### config.mk
export PLATFORM = sky130hd
export DESIGN_NAME = oled_text_page_renderer_top_flat
export DESIGN_NICKNAME = d
export VERILOG_FILES = /design/src/hdl/oledr_pkg.sv /design/src/hdl/oledr_in_if.sv /design/src/hdl/oledr_out_if.sv /design/src/hdl/oledr_emitter.sv /design/src/hdl/oled_text_page_renderer_top.sv /design/src/flat_wrapper.sv
export SDC_FILE = /design/constraint.sdc
export NUM_CORES = 1
export LEC_CHECK = 0
export BUFFER_PORTS_ARGS = -buffer_cell sky130_fd_sc_hd__buf_2
export CAP_MARGIN = 20
export CORE_MARGIN = 3
export CORE_UTILIZATION = 30
export DETAILED_ROUTE_END_ITERATION = 12
export PLACE_DENSITY = 0.46
export SLEW_MARGIN = 20
export SYNTH_ARGS = -nofsm -noshare
export SYNTH_HDL_FRONTEND = slang
export SYNTH_SLANG_ARGS = --single-unit
### constraint.sdc
create_clock -name clk -period 6.8 [get_ports clk]
set_clock_uncertainty 0.2 [all_clocks]
set_input_delay 1.36 -clock clk [delete_from_list [all_inputs] [get_ports clk]]
set_output_delay 1.36 -clock clk [all_outputs]
set_load 0.02 [all_outputs]
### src/hdl/oledr_pkg.sv
`timescale 1ns / 1ps
// ----------------------------------------------------------------------------
// OLED text renderer package
// Shared widths, job record, emitter beat codes and the 5x8 font table.
// ----------------------------------------------------------------------------
package oledr_pkg;

  localparam int DEFAULT_DISPLAY_WIDTH = 128;
  localparam int GLYPH_COUNT   = 36;
  localparam int GLYPH_COLS    = 5;
  localparam int FONT_ENTRIES  = GLYPH_COUNT * GLYPH_COLS;
  localparam int FONT_AW       = 8;
  localparam int GLYPH_W       = 6;
  localparam int COL_W         = 8;
  localparam int PAGE_W        = 3;
  localparam int BEAT_W        = 4;

  localparam logic [COL_W-1:0]  GLYPH_ADVANCE = 8'd6;
  localparam logic [PAGE_W-1:0] LAST_PAGE     = 3'd7;
  localparam logic [7:0]        CMD_PAGE      = 8'hB0;
  localparam logic [7:0]        CMD_COL_LOW   = 8'h00;
  localparam logic [7:0]        CMD_COL_HIGH  = 8'h10;
  localparam logic [7:0]        BLANK_COLUMN  = 8'h00;

  // Emitter beat codes: three commands, five glyph columns, one spacer.
  localparam logic [BEAT_W-1:0] BEAT_PAGE   = 4'd0;
  localparam logic [BEAT_W-1:0] BEAT_COL_LO = 4'd1;
  localparam logic [BEAT_W-1:0] BEAT_COL_HI = 4'd2;
  localparam logic [BEAT_W-1:0] BEAT_GLYPH0 = 4'd3;
  localparam logic [BEAT_W-1:0] BEAT_GLYPH4 = 4'd7;
  localparam logic [BEAT_W-1:0] BEAT_SPACER = 4'd8;

  typedef struct packed {
    logic [PAGE_W-1:0]  page;
    logic [COL_W-1:0]   col;
    logic [GLYPH_W-1:0] glyph;
  } job_t;

  localparam logic [7:0] FONT_ROM [0:FONT_ENTRIES-1] = '{
    8'h7E, 8'h81, 8'hA5, 8'h81, 8'h7E,
    8'h00, 8'h82, 8'hFF, 8'h80, 8'h00,
    8'hC2, 8'hA1, 8'h91, 8'h89, 8'h86,
    8'h42, 8'h81, 8'h89, 8'h89, 8'h76,
    8'h30, 8'h28, 8'h24, 8'hFF, 8'h20,
    8'h4F, 8'h89, 8'h89, 8'h89, 8'h71,
    8'h7E, 8'h89, 8'h89, 8'h89, 8'h72,
    8'h01, 8'hE1, 8'h19, 8'h05, 8'h03,
    8'h76, 8'h89, 8'h89, 8'h89, 8'h76,
    8'h46, 8'h89, 8'h89, 8'h89, 8'h7E,
    8'h20, 8'h54, 8'h54, 8'h54, 8'h78,
    8'h7F, 8'h48, 8'h44, 8'h44, 8'h38,
    8'h38, 8'h44, 8'h44, 8'h44, 8'h20,
    8'h38, 8'h44, 8'h44, 8'h48, 8'h7F,
    8'h38, 8'h54, 8'h54, 8'h54, 8'h18,
    8'h08, 8'h7E, 8'h09, 8'h01, 8'h02,
    8'h0C, 8'h52, 8'h52, 8'h52, 8'h3E,
    8'h7F, 8'h08, 8'h04, 8'h04, 8'h78,
    8'h00, 8'h44, 8'h7D, 8'h40, 8'h00,
    8'h20, 8'h40, 8'h44, 8'h3D, 8'h00,
    8'h7F, 8'h10, 8'h28, 8'h44, 8'h00,
    8'h00, 8'h41, 8'h7F, 8'h40, 8'h00,
    8'h7C, 8'h04, 8'h18, 8'h04, 8'h78,
    8'h7C, 8'h08, 8'h04, 8'h04, 8'h78,
    8'h38, 8'h44, 8'h44, 8'h44, 8'h38,
    8'h7C, 8'h14, 8'h14, 8'h14, 8'h08,
    8'h08, 8'h14, 8'h14, 8'h18, 8'h7C,
    8'h7C, 8'h08, 8'h04, 8'h04, 8'h08,
    8'h48, 8'h54, 8'h54, 8'h54, 8'h20,
    8'h04, 8'h3F, 8'h44, 8'h40, 8'h20,
    8'h3C, 8'h40, 8'h40, 8'h20, 8'h7C,
    8'h1C, 8'h20, 8'h40, 8'h20, 8'h1C,
    8'h3C, 8'h40, 8'h30, 8'h40, 8'h3C,
    8'h44, 8'h28, 8'h10, 8'h28, 8'h44,
    8'h0C, 8'h50, 8'h50, 8'h50, 8'h3C,
    8'h44, 8'h64, 8'h54, 8'h4C, 8'h44
  };

endpackage

### src/hdl/oledr_in_if.sv
`timescale 1ns / 1ps
// ----------------------------------------------------------------------------
// OLED text renderer input channel
// One character item per handshake, with its optional start position.
// ----------------------------------------------------------------------------
interface oledr_in_if;
  logic       valid;
  logic       ready;
  logic [7:0] char_code;
  logic       first_of_string;
  logic [6:0] start_col;
  logic [2:0] start_page;

  modport source (output valid, char_code, first_of_string, start_col, start_page,
                  input ready);
  modport sink   (input valid, char_code, first_of_string, start_col, start_page,
                  output ready);
endinterface

### src/hdl/oledr_out_if.sv
`timescale 1ns / 1ps
// ----------------------------------------------------------------------------
// OLED text renderer output channel
// One controller byte per handshake, tagged command or data.
// ----------------------------------------------------------------------------
interface oledr_out_if;
  logic       valid;
  logic       ready;
  logic [7:0] out_byte;
  logic       is_data;
  logic       last_of_char;

  modport source (output valid, out_byte, is_data, last_of_char, input ready);
  modport sink   (input valid, out_byte, is_data, last_of_char, output ready);
endinterface

### src/hdl/oledr_emitter.sv
`timescale 1ns / 1ps
// ----------------------------------------------------------------------------
// OLED text renderer byte emitter
// Holds one glyph job and sequences its nine bytes through the font ROM.
// ----------------------------------------------------------------------------
module oledr_emitter (
  input  logic          clk,
  input  logic          rst,
  input  logic          job_valid,
  output logic          job_ready,
  input  oledr_pkg::job_t job,
  oledr_out_if.source   out_ch
);
  import oledr_pkg::*;

  logic                busy;
  job_t                cur;
  logic [BEAT_W-1:0]   beat;
  logic                adv;
  logic                finishing;
  logic [FONT_AW-1:0]  font_addr;
  logic [7:0]          rom_q;
  logic [7:0]          beat_cmd;
  logic                beat_glyph;

  logic                out_valid;
  logic                out_use_rom;
  logic [7:0]          out_cmd;
  logic                out_is_data;
  logic                out_last;

  assign adv       = !out_valid || out_ch.ready;
  assign finishing = busy && adv && (beat == BEAT_SPACER);
  assign job_ready = !busy || finishing;

  assign beat_glyph = (beat >= BEAT_GLYPH0) && (beat <= BEAT_GLYPH4);
  assign font_addr  = {2'b00, cur.glyph} + {cur.glyph, 2'b00}
                    + FONT_AW'(beat - BEAT_GLYPH0);

  always_comb begin
    unique case (beat)
      BEAT_PAGE:   beat_cmd = CMD_PAGE | {5'd0, cur.page};
      BEAT_COL_LO: beat_cmd = CMD_COL_LOW | {4'd0, cur.col[3:0]};
      BEAT_COL_HI: beat_cmd = CMD_COL_HIGH | {4'd0, cur.col[7:4]};
      default:     beat_cmd = BLANK_COLUMN;
    endcase
  end

  // Font ROM read, registered; hold while the output stalls.
  always_ff @(posedge clk) begin
    if (busy && adv && beat_glyph) begin
      rom_q <= (font_addr < FONT_AW'(FONT_ENTRIES)) ? FONT_ROM[font_addr] : 8'h00;
    end
  end

  always_ff @(posedge clk) begin
    if (rst) begin
      busy      <= 1'b0;
      beat      <= BEAT_PAGE;
      out_valid <= 1'b0;
    end else begin
      if (job_valid && job_ready) begin
        busy <= 1'b1;
        beat <= BEAT_PAGE;
      end else if (finishing) begin
        busy <= 1'b0;
      end else if (busy && adv) begin
        beat <= beat + 1'b1;
      end
      if (adv) begin
        out_valid <= busy;
      end
    end
  end

  always_ff @(posedge clk) begin
    if (job_valid && job_ready) begin
      cur <= job;
    end
    if (busy && adv) begin
      out_use_rom <= beat_glyph;
      out_cmd     <= beat_cmd;
      out_is_data <= (beat >= BEAT_GLYPH0);
      out_last    <= (beat == BEAT_SPACER);
    end
  end

  assign out_ch.valid        = out_valid;
  assign out_ch.out_byte     = out_use_rom ? rom_q : out_cmd;
  assign out_ch.is_data      = out_is_data;
  assign out_ch.last_of_char = out_last;

endmodule

### src/hdl/oled_text_page_renderer_top.sv
`timescale 1ns / 1ps
// ----------------------------------------------------------------------------
// OLED text page renderer
// Turns a character stream into page/column commands and 5x8 glyph columns.
// ----------------------------------------------------------------------------
// Usage:
//   in_ch takes one character item per valid/ready handshake. An item with
//   first_of_string set loads the cursor from start_col/start_page and
//   clears the halted flag. The cursor wraps to column 0 of the next page
//   when the glyph would run past DISPLAY_WIDTH; a wrap past page 7 halts
//   the rest of the string until the next first_of_string.
//   out_ch delivers, per digit or lowercase letter, nine bytes: page, column
//   low nibble and column high nibble commands (is_data low), five font
//   columns and one blank spacer column (is_data high, last_of_char on the
//   spacer). Other characters, and halted ones, produce no bytes.
//   The first byte of a drawn character is registered: the accepted item
//   loads the emitter's job and beat state, then the output register.
//   Bytes go out one per cycle while the receiver holds ready high; the next
//   item is taken in the cycle the spacer byte is issued, keeping bytes back
//   to back. Undrawn items are taken one per cycle while the emitter is free.
//   Reset clears the cursor, the halted flag and all valid state.
//   When the receiver stalls, the output register and the font ROM read
//   hold; the emitter stops and in_ch ready drops once a job is waiting.
// ----------------------------------------------------------------------------
module oled_text_page_renderer_top #(
  parameter int DISPLAY_WIDTH = oledr_pkg::DEFAULT_DISPLAY_WIDTH
) (
  input  logic        clk,
  input  logic        rst,
  oledr_in_if.sink    in_ch,
  oledr_out_if.source out_ch
);
  import oledr_pkg::*;

  localparam logic [COL_W:0] WIDTH_LIMIT = (COL_W+1)'(DISPLAY_WIDTH);

  // Cursor state
  logic [COL_W-1:0]  cursor_col;
  logic [PAGE_W-1:0] cursor_page;
  logic              halted;

  logic              accept;
  logic              job_ready;
  logic              job_valid;
  job_t              job;

  logic [COL_W-1:0]  col_eff;
  logic [PAGE_W-1:0] page_eff;
  logic              halt_eff;
  logic              wrap;
  logic              stop;
  logic [COL_W-1:0]  col_draw;
  logic [PAGE_W-1:0] page_draw;
  logic              drawable;
  logic [GLYPH_W-1:0] glyph;

  assign in_ch.ready = job_ready;
  assign accept      = in_ch.valid && job_ready;

  // Take the start position on the first item of a string.
  assign col_eff  = in_ch.first_of_string ? {1'b0, in_ch.start_col} : cursor_col;
  assign page_eff = in_ch.first_of_string ? in_ch.start_page : cursor_page;
  assign halt_eff = !in_ch.first_of_string && halted;

  assign wrap      = ({1'b0, col_eff} + {1'b0, GLYPH_ADVANCE}) > WIDTH_LIMIT;
  assign stop      = wrap && (page_eff == LAST_PAGE);
  assign col_draw  = wrap ? '0 : col_eff;
  assign page_draw = wrap ? page_eff + 1'b1 : page_eff;

  // Map digits to glyphs 0..9 and lowercase letters to 10..35.
  always_comb begin
    priority if (in_ch.char_code >= 8'h30 && in_ch.char_code <= 8'h39) begin
      drawable = 1'b1;
      glyph    = GLYPH_W'(in_ch.char_code - 8'h30);
    end else if (in_ch.char_code >= 8'h61 && in_ch.char_code <= 8'h7A) begin
      drawable = 1'b1;
      glyph    = GLYPH_W'(in_ch.char_code - 8'h57);
    end else begin
      drawable = 1'b0;
      glyph    = '0;
    end
  end

  assign job_valid = accept && !halt_eff && !stop && drawable;
  assign job.page  = page_draw;
  assign job.col   = col_draw;
  assign job.glyph = glyph;

  always_ff @(posedge clk) begin
    if (rst) begin
      cursor_col  <= '0;
      cursor_page <= '0;
      halted      <= 1'b0;
    end else if (accept && !halt_eff) begin
      if (stop) begin
        // Halt the string; keep the cursor where it stood.
        cursor_col  <= col_eff;
        cursor_page <= page_eff;
        halted      <= 1'b1;
      end else begin
        cursor_col  <= col_draw + GLYPH_ADVANCE;
        cursor_page <= page_draw;
        halted      <= 1'b0;
      end
    end
  end

  oledr_emitter u_emitter (
    .clk       (clk),
    .rst       (rst),
    .job_valid (job_valid),
    .job_ready (job_ready),
    .job       (job),
    .out_ch    (out_ch)
  );

endmodule

### src/flat_wrapper.sv
// flat-port wrapper written by rule: the top's interface ports become plain ports
module oled_text_page_renderer_top_flat import oledr_pkg::*;
#(
  parameter int DISPLAY_WIDTH = oledr_pkg::DEFAULT_DISPLAY_WIDTH
)
  (clk, rst, in_ch_valid, in_ch_char_code, in_ch_first_of_string, in_ch_start_col, in_ch_start_page, in_ch_ready, out_ch_valid, out_ch_out_byte, out_ch_is_data, out_ch_last_of_char, out_ch_ready);
  oledr_in_if in_ch_i ();
  oledr_out_if out_ch_i ();
  input  logic clk;
  input  logic rst;
  input wire logic [$bits(in_ch_i.valid)-1:0] in_ch_valid;
  input wire logic [$bits(in_ch_i.char_code)-1:0] in_ch_char_code;
  input wire logic [$bits(in_ch_i.first_of_string)-1:0] in_ch_first_of_string;
  input wire logic [$bits(in_ch_i.start_col)-1:0] in_ch_start_col;
  input wire logic [$bits(in_ch_i.start_page)-1:0] in_ch_start_page;
  output wire logic [$bits(in_ch_i.ready)-1:0] in_ch_ready;
  output wire logic [$bits(out_ch_i.valid)-1:0] out_ch_valid;
  output wire logic [$bits(out_ch_i.out_byte)-1:0] out_ch_out_byte;
  output wire logic [$bits(out_ch_i.is_data)-1:0] out_ch_is_data;
  output wire logic [$bits(out_ch_i.last_of_char)-1:0] out_ch_last_of_char;
  input wire logic [$bits(out_ch_i.ready)-1:0] out_ch_ready;
  assign in_ch_i.valid = in_ch_valid;
  assign in_ch_i.char_code = in_ch_char_code;
  assign in_ch_i.first_of_string = in_ch_first_of_string;
  assign in_ch_i.start_col = in_ch_start_col;
  assign in_ch_i.start_page = in_ch_start_page;
  assign in_ch_ready = in_ch_i.ready;
  assign out_ch_valid = out_ch_i.valid;
  assign out_ch_out_byte = out_ch_i.out_byte;
  assign out_ch_is_data = out_ch_i.is_data;
  assign out_ch_last_of_char = out_ch_i.last_of_char;
  assign out_ch_i.ready = out_ch_ready;
  oled_text_page_renderer_top #(.DISPLAY_WIDTH(DISPLAY_WIDTH)) u_core (.clk(clk), .rst(rst), .in_ch(in_ch_i), .out_ch(out_ch_i));
endmodule
## Word level (Yosys, flattened, before mapping)

Memories as Yosys holds them, arrays and structs flattened. A register that Yosys moved wholly into a read port is not among the register bits.
Cells that the tools add are included.

| storage, ports and cells | value |
|---|---|
| bits in registers | 46 |
| bits in latches | 0 |
| memory bits (writable) | 0 |
| output and inout bits | 12 |
| word-level logic and storage cells | 77 |
| ROM bits | 2048 |
| memories kept | 1 |

| operators by class | value |
|---|---|
| $lt $le $gt $ge | 8 |
| div/mod/pow operators | 0 |
| muxes and demuxes | 15 |
| add/subtract/negate cells | 9 |
| bitwise operators | 2 |
| eq/ne operators | 4 |
| shifts and indexed selects | 0 |
| reduce and logical (&&, ||, !) cells | 25 |
| $mul | 0 |

Memory list:

| memory | words | width | read ports | clocked after memory_dff | write ports | RTL line | text |
|---|---|---|---|---|---|---|---|
| (no name shown) | 256 | 8 | 1 | 1 | 0 | oledr_emitter.sv:52 | `rom_q <= (font_addr < FONT_AW'(FONT_ENTRIES)) ? FONT_ROM[font_addr] : 8'h00;` |

Operator list:

| operator | number |
|---|---|
| $mux 8 | 4 |
| $pmux 8 s3 | 1 |
| $logic_and 1x1->1 | 13 |
| $mux 6 | 2 |
| $add 8x3->9 const B | 1 |
| $gt 9x8->1 const B | 1 |
| $mux 3 | 3 |
| $not 8->9 | 1 |
| $add 6x8->8 | 1 |
| $add 8x3->8 const B | 1 |
| $add 8x8->8 | 1 |
| $ge 8x6->1 const B | 1 |
| $ge 8x7->1 const B | 1 |
| $le 8x6->1 const B | 1 |
| $le 8x7->1 const B | 1 |
| $lt 8x8->1 const B | 1 |
| $logic_not 1->1 | 6 |
| $sub 6x5->6 const B | 1 |
| $sub 6x6->6 const B | 1 |
| $mux 1 | 5 |
| $sub 4x2->5 const B | 1 |
| $add 4x1->4 const B | 1 |
| $eq 4x1->1 const B | 1 |
| $eq 4x2->1 const B | 1 |
| 11 further kinds | 12 |

## Depth between registers and ports, before layout

| logic depth | value |
|---|---|
| depth after elaboration | 11 |
| mapped depth | 17 |
| mapped depth without buffers | 13 |

## By module

From an unflattened synthesis, not the netlist that was laid out.

| unflattened totals | value |
|---|---|
| cells, all modules | 661 |
| area, all modules | 5510.3 sq um |

By module, submodules not included:

| module | sequential area each (sq um) | cells an instance | times used | area each (sq um) |
|---|---|---|---|---|
| oledr_emitter | 1141.1 | 474 | 1 | 3948.8 |
| oled_text_page_renderer_top | 240.2 | 187 | 1 | 1561.5 |

## Worst setup path before layout

OpenSTA, ideal clock, no wires.

| timing path | value |
|---|---|
| kind | input -> register |
| from | input in_ch_first_of_string |
| to | register u_core.cursor_col[5] |
| slack | 1.819 ns |
| required time | 6.476 ns |
| library setup time | 0.124 ns |
| data arrival time | 4.656 ns |
| path buffers | 4 |
| cell stages on the path | 17 |
| cell sequence | buf_2 buf_2 buf_2 mux2i_1 ha_1 nand4bb_1 and3_1 o211ai_1 o31a_1 buf_2 or3_1 ha_1 nor3b_1 xnor2_1 mux2i_1 nor4_1 nor3b_1 |

| on the way | value |
|---|---|
| word-level cells in the longest chain between the ends | 6 |

Ends and longest elaborated chain:

| item | RTL line | text |
|---|---|---|
| start: declaration | flat_wrapper.sv:13 | `input wire logic [$bits(in_ch_i.first_of_string)-1:0] in_ch_first_of_string;` |
| $mux 8 | oled_text_page_renderer_top.sv:61 | `assign col_eff = in_ch.first_of_string ? {1'b0, in_ch.start_col} : cursor_col;` |
| $add 8x3->9 | oled_text_page_renderer_top.sv:65 | `assign wrap = ({1'b0, col_eff} + {1'b0, GLYPH_ADVANCE}) > WIDTH_LIMIT;` |
| $gt 9x8->1 | oled_text_page_renderer_top.sv:65 |  |
| $mux 8 | oled_text_page_renderer_top.sv:67 | `assign col_draw = wrap ? '0 : col_eff;` |
| $add 8x3->8 | oled_text_page_renderer_top.sv:101 | `cursor_col <= col_draw + GLYPH_ADVANCE;` |
| $mux 8 | oled_text_page_renderer_top.sv:95 | `if (stop) begin` |
| end signal: assignment | oled_text_page_renderer_top.sv:97 | `cursor_col <= col_eff;` |
| end signal: assignment | oled_text_page_renderer_top.sv:101 |  |
| end: declaration | oled_text_page_renderer_top.sv:38 | `logic [COL_W-1:0] cursor_col;` |

Several ways; a longest one is shown, not always the timed one.
A chain may end at the register's enable or synchronous reset.

## Final worst setup path

| timing path | value |
|---|---|
| from | register u_core.u_emitter.beat[0] |
| to | register u_core.u_emitter.rom_q[4] (data pin) |

| on the way | value |
|---|---|
| word-level cells in the longest chain between the ends | 4 |

Ends and longest elaborated chain:

| item | RTL line | text |
|---|---|---|
| start: declaration | oledr_emitter.sv:18 | `logic [BEAT_W-1:0] beat;` |
| start signal: assignment | oledr_emitter.sv:68 | `beat <= beat + 1'b1;` |
| $sub 4x2->5 | oledr_emitter.sv:38 | `+ FONT_AW'(beat - BEAT_GLYPH0);` |
| $add 8x8->8 | oledr_emitter.sv:38 |  |
| $lt 8x8->1 | oledr_emitter.sv:52 |  |
| $logic_not 1->1 (no line) | n/a |  |
| end: declaration | oledr_emitter.sv:22 | `logic [7:0] rom_q;` |

Several ways; a longest one is shown, not always the timed one.

==> impl_metrics.yaml <==
run_status:
  status: "complete, no violations"
clock_network:
  clock-sinks: 52
  ctsHtreeMaxLevel: 2
  post_cts_buffers: 0
  root_buffer: "clkbuf_16"
  path_clk_slew_ns: 0.07
  insertion_delay_ns: 0.29
  hold_buffers: 0
  clock_path_buffers: 2
  cts_made_buffers: 5
  cts_resized: 0
  cts_tree: "done"
route:
  ant_nets: 0
  via_per_inst: 6.00
  drt-total-wl_um: 20100
  drc: 0
  wire_per_inst_um: 20.6
  drtIter0Drc: 809
  dr.pass1.iters: 9
  num_vias: 5848
layout:
  seq_area_um2: 1380
  final_nets: 777
  multi_input_area_um2: 4150
  drive_gt1_share_pct: 13.1
  utilization_pct: 33.7
  antenna_cells: 0
  fillCellCount: 2043
  fin_area_um2: 6430
  syn_to_final_growth_pct: 8.43
yosys:
  synthFlopType: "edfxtp_1"
  netlist_instances: 724
  synth-seq-cells: 52
  yosysSeqAreaShare_pct: 23.3
  synth_area_per_cell_um2: 8.20
  ys_types: 84
  synth.cell_area_um2: 5930
  async_flop_share_pct: 0
  ys.warnings.count: 0
  synth_edf_count: 34
  syn_nets: 787
placed_design:
  placed_area_um2: 6270
  gp_congestion: 0.966
  dpl.hpwl_um: 14600
  port_buffers: 34
  dpl_worst_slack_ns: 1.78
grt:
  antenna_found_initial: 0
  gr-total-overflow: 0
  gr-usage-all-layers_pct: 18.4
  grt_start_max_net_pins: 38
  grt_pass1_wl_um: 32200
  grt_pass1_vias: 5649
timing:
  tns_ns: 0
  setup_slack_ns: 1.84
  drv_slew: 0
  clock.fmax_mhz: 202
  slew-limit-headroom_pct: 32.9
  fin_crit_sh_pct: 72.9
  worstMarginPinSlew_ns: 1.00
  min_period_ns: 4.96
  hold_viol_final: 0
  grt_setup_unrepaired: "false"
  hold_ws_ns: 0.282
  finalSetupViolCount: 0
min_path:
  worstHoldStart: "u_core.halted"
  whs_endpoint: "u_core.halted"
  hold_depth: 2
  hp-class: "reg2reg"
power_and_ir_drop:
  ir_drop_v: 0.0000934
  leakagePower_nw: 2.34
  p_per_area_nw_per_um2: 222
critical_path:
  worst_setup_path_start_kind: "register"
  critPathCaptureType: "register"
  critPathTopFamily: "simple AND/OR/NAND/NOR gates"
  r2r_end: "u_core.u_emitter.rom_q[4]"
  cp_cell_sequence: "ha_1, nor3_1, buf_4, fa_1, ha_1, nor2_1, o21bai_1, nand2_1, mux4_2, or4b_1, o211ai_1"
  cpPeakStageDelay_ns: 0.74
  critical_path_arrival_ns: 4.89
  r2r_setup_slack_ns: 1.84
  cp.buffers_inverters: 1
  reg2reg_depth: 11
  cp_max_fo: 23
  reg2reg_from: "u_core.u_emitter.beat[0]"
  critPathSlowestCell: "nand2_1"
  crit_required_ns: 6.73
  cpMostUsedCell: "ha_1"
  path_class: "reg2reg"
floorplanning:
  dieWidth_um: 147
  initial_core_util_pct: 31.1
  io_pins: 35
  die_h_um: 147
  rows: 50
  dieArea_um2: 21500
  core_area_um2: 19100
job:
  cap_violations: 0
## logic make-up after synthesis
| logic type | share of synthesized area, % |
|---|---|
| and+or+nand+nor | 21.8 |
| AOI/OAI and AO/OA | 26.6 |
| buffers and inverters | 7.21 |
| DFF | 23.3 |
| muxes | 8.73 |
| adders and majority gates | 9.07 |
| xor gates and xnor gates | 3.31 |
## through the flow
stage,std cells,power (mW)
after global placement,967,1.14
after CTS,975,1.41
after floorplan,724,0.918
after detailed placement,967,1.13
final,975,1.43
after global routing,975,1.51
## worst max-delay path by stage
stage | cells after the start | endpoint | slack [ns] | start
global placement | 14 | u_core.cursor_col[5] | 1.84 | in_ch_first_of_string
floorplan | 17 | u_core.cursor_col[5] | 1.82 | in_ch_first_of_string
CTS | 11 | u_core.u_emitter.rom_q[4] | 1.93 | u_core.u_emitter.beat[0]
global route | 11 | u_core.u_emitter.rom_q[4] | 1.54 | u_core.u_emitter.beat[0]
detailed placement | 14 | u_core.cursor_col[5] | 1.78 | in_ch_first_of_string
finish | 11 | u_core.u_emitter.rom_q[4] | 1.84 | u_core.u_emitter.beat[0]
## cells in the mapped netlist (7+ instances only)
library cell   n  area share [%]
nand3_1       32             2.7
xnor2_1       12             1.8
o21ai_0       35             3.0
nor3_1        21             1.8
buf_2         27             2.3
o211ai_1      21             2.7
a211oi_1      13             1.6
ha_1          35             7.4
nand4_1        7            0.74
o2111ai_1     10             1.5
nand2b_1      14             1.5
nand2_1       71             4.5
clkbuf_1      29             1.8
a311oi_1       8             1.2
a21oi_1       37             3.1
nor2_1        45             2.8
and3_1         7            0.74
o31ai_1       10             1.3
mux2_2         9             1.7
or3_1          8            0.84
and2_1         8            0.84
dfxtp_1       18             6.1
nor2b_1        9            0.95
nor3b_1        9             1.1
mux4_2         8             3.0
inv_1         29             1.8
mux2i_1       20             3.4
edfxtp_1      34              17
o221ai_1       8             1.2
## per-layer routing
layer	track usage (%)	routed length, µm
met4	5.83	507
met1	26.6	9090
met5	0	0
met2	27.7	9000
met3	3.54	1490
## worst register-to-register path, cell delays in order, from the launching register on
cell and delay, ns:
dfxtp_1 0.37, ha_1 0.26, nor3_1 0.14, buf_4 0.19, fa_1 0.42, ha_1 0.44
nor2_1 0.13, o21bai_1 0.65, nand2_1 0.75, mux4_2 0.70, or4b_1 0.47, o211ai_1 0.09
## report_power, final
part           internal, mW  switching, mW
clock network         0.171          0.109
registers             0.356         0.0114
logic                 0.277          0.502
total                 0.804          0.622
## area by class of cell
cell class,instances,area share [%]
Timing Repair Buffer,48,4.47
Tap cell,260,5.06
Clock buffer,5,1.94
Multi-Input combinational cell,574,64.6
Clock inverter,3,0.583
Sequential cell,52,21.5
Inverter,33,1.92
## registers in the layout, summed over array words and instances, names as in the netlist
register and flops:
u_core.u_emitter.beat 4, u_core.cursor_page 3, u_core.u_emitter.out_ch.is_data 1, u_core.u_emitter.busy 1, u_core.cursor_col 8, u_core.u_emitter.out_ch.last_of_char 1
u_core.u_emitter.cur 17, u_core.u_emitter.out_ch.valid 1, u_core.u_emitter.out_use_rom 1, u_core.halted 1, u_core.u_emitter.rom_q 8, u_core.u_emitter.out_cmd 6
## cell usage in the layout (no fill, tap or decap), types with 5 or more instances in the layout
| cell type | count |
|---|---|
| nand2_1 | 71 |
| nor2_1 | 44 |
| a21oi_1 | 37 |
| o21ai_0 | 35 |
| ha_1 | 35 |
| buf_2 | 34 |
| edfxtp_1 | 34 |
| nand3_1 | 32 |
| inv_1 | 29 |
| o211ai_1 | 21 |
| nor3_1 | 20 |
| mux2i_1 | 20 |
| dfxtp_1 | 18 |
| nand2b_1 | 14 |
| a211oi_1 | 13 |
| buf_4 | 13 |
| xnor2_1 | 11 |
| o2111ai_1 | 10 |
| o31ai_1 | 10 |
| nor2b_1 | 9 |
| mux2_2 | 9 |
| nor3b_1 | 9 |
| and2_1 | 8 |
| a311oi_1 | 8 |
| or3_1 | 8 |
| o221ai_1 | 8 |
| mux4_2 | 8 |
| nand4_1 | 7 |
| and3_1 | 7 |
| xor2_1 | 6 |
| a31oi_1 | 6 |
| a32oi_1 | 5 |
| a21o_1 | 5 |
| a221oi_1 | 5 |
| nor4_1 | 5 |
| clkbuf_16 | 5 |
Power figures use the tool's default switching activity.
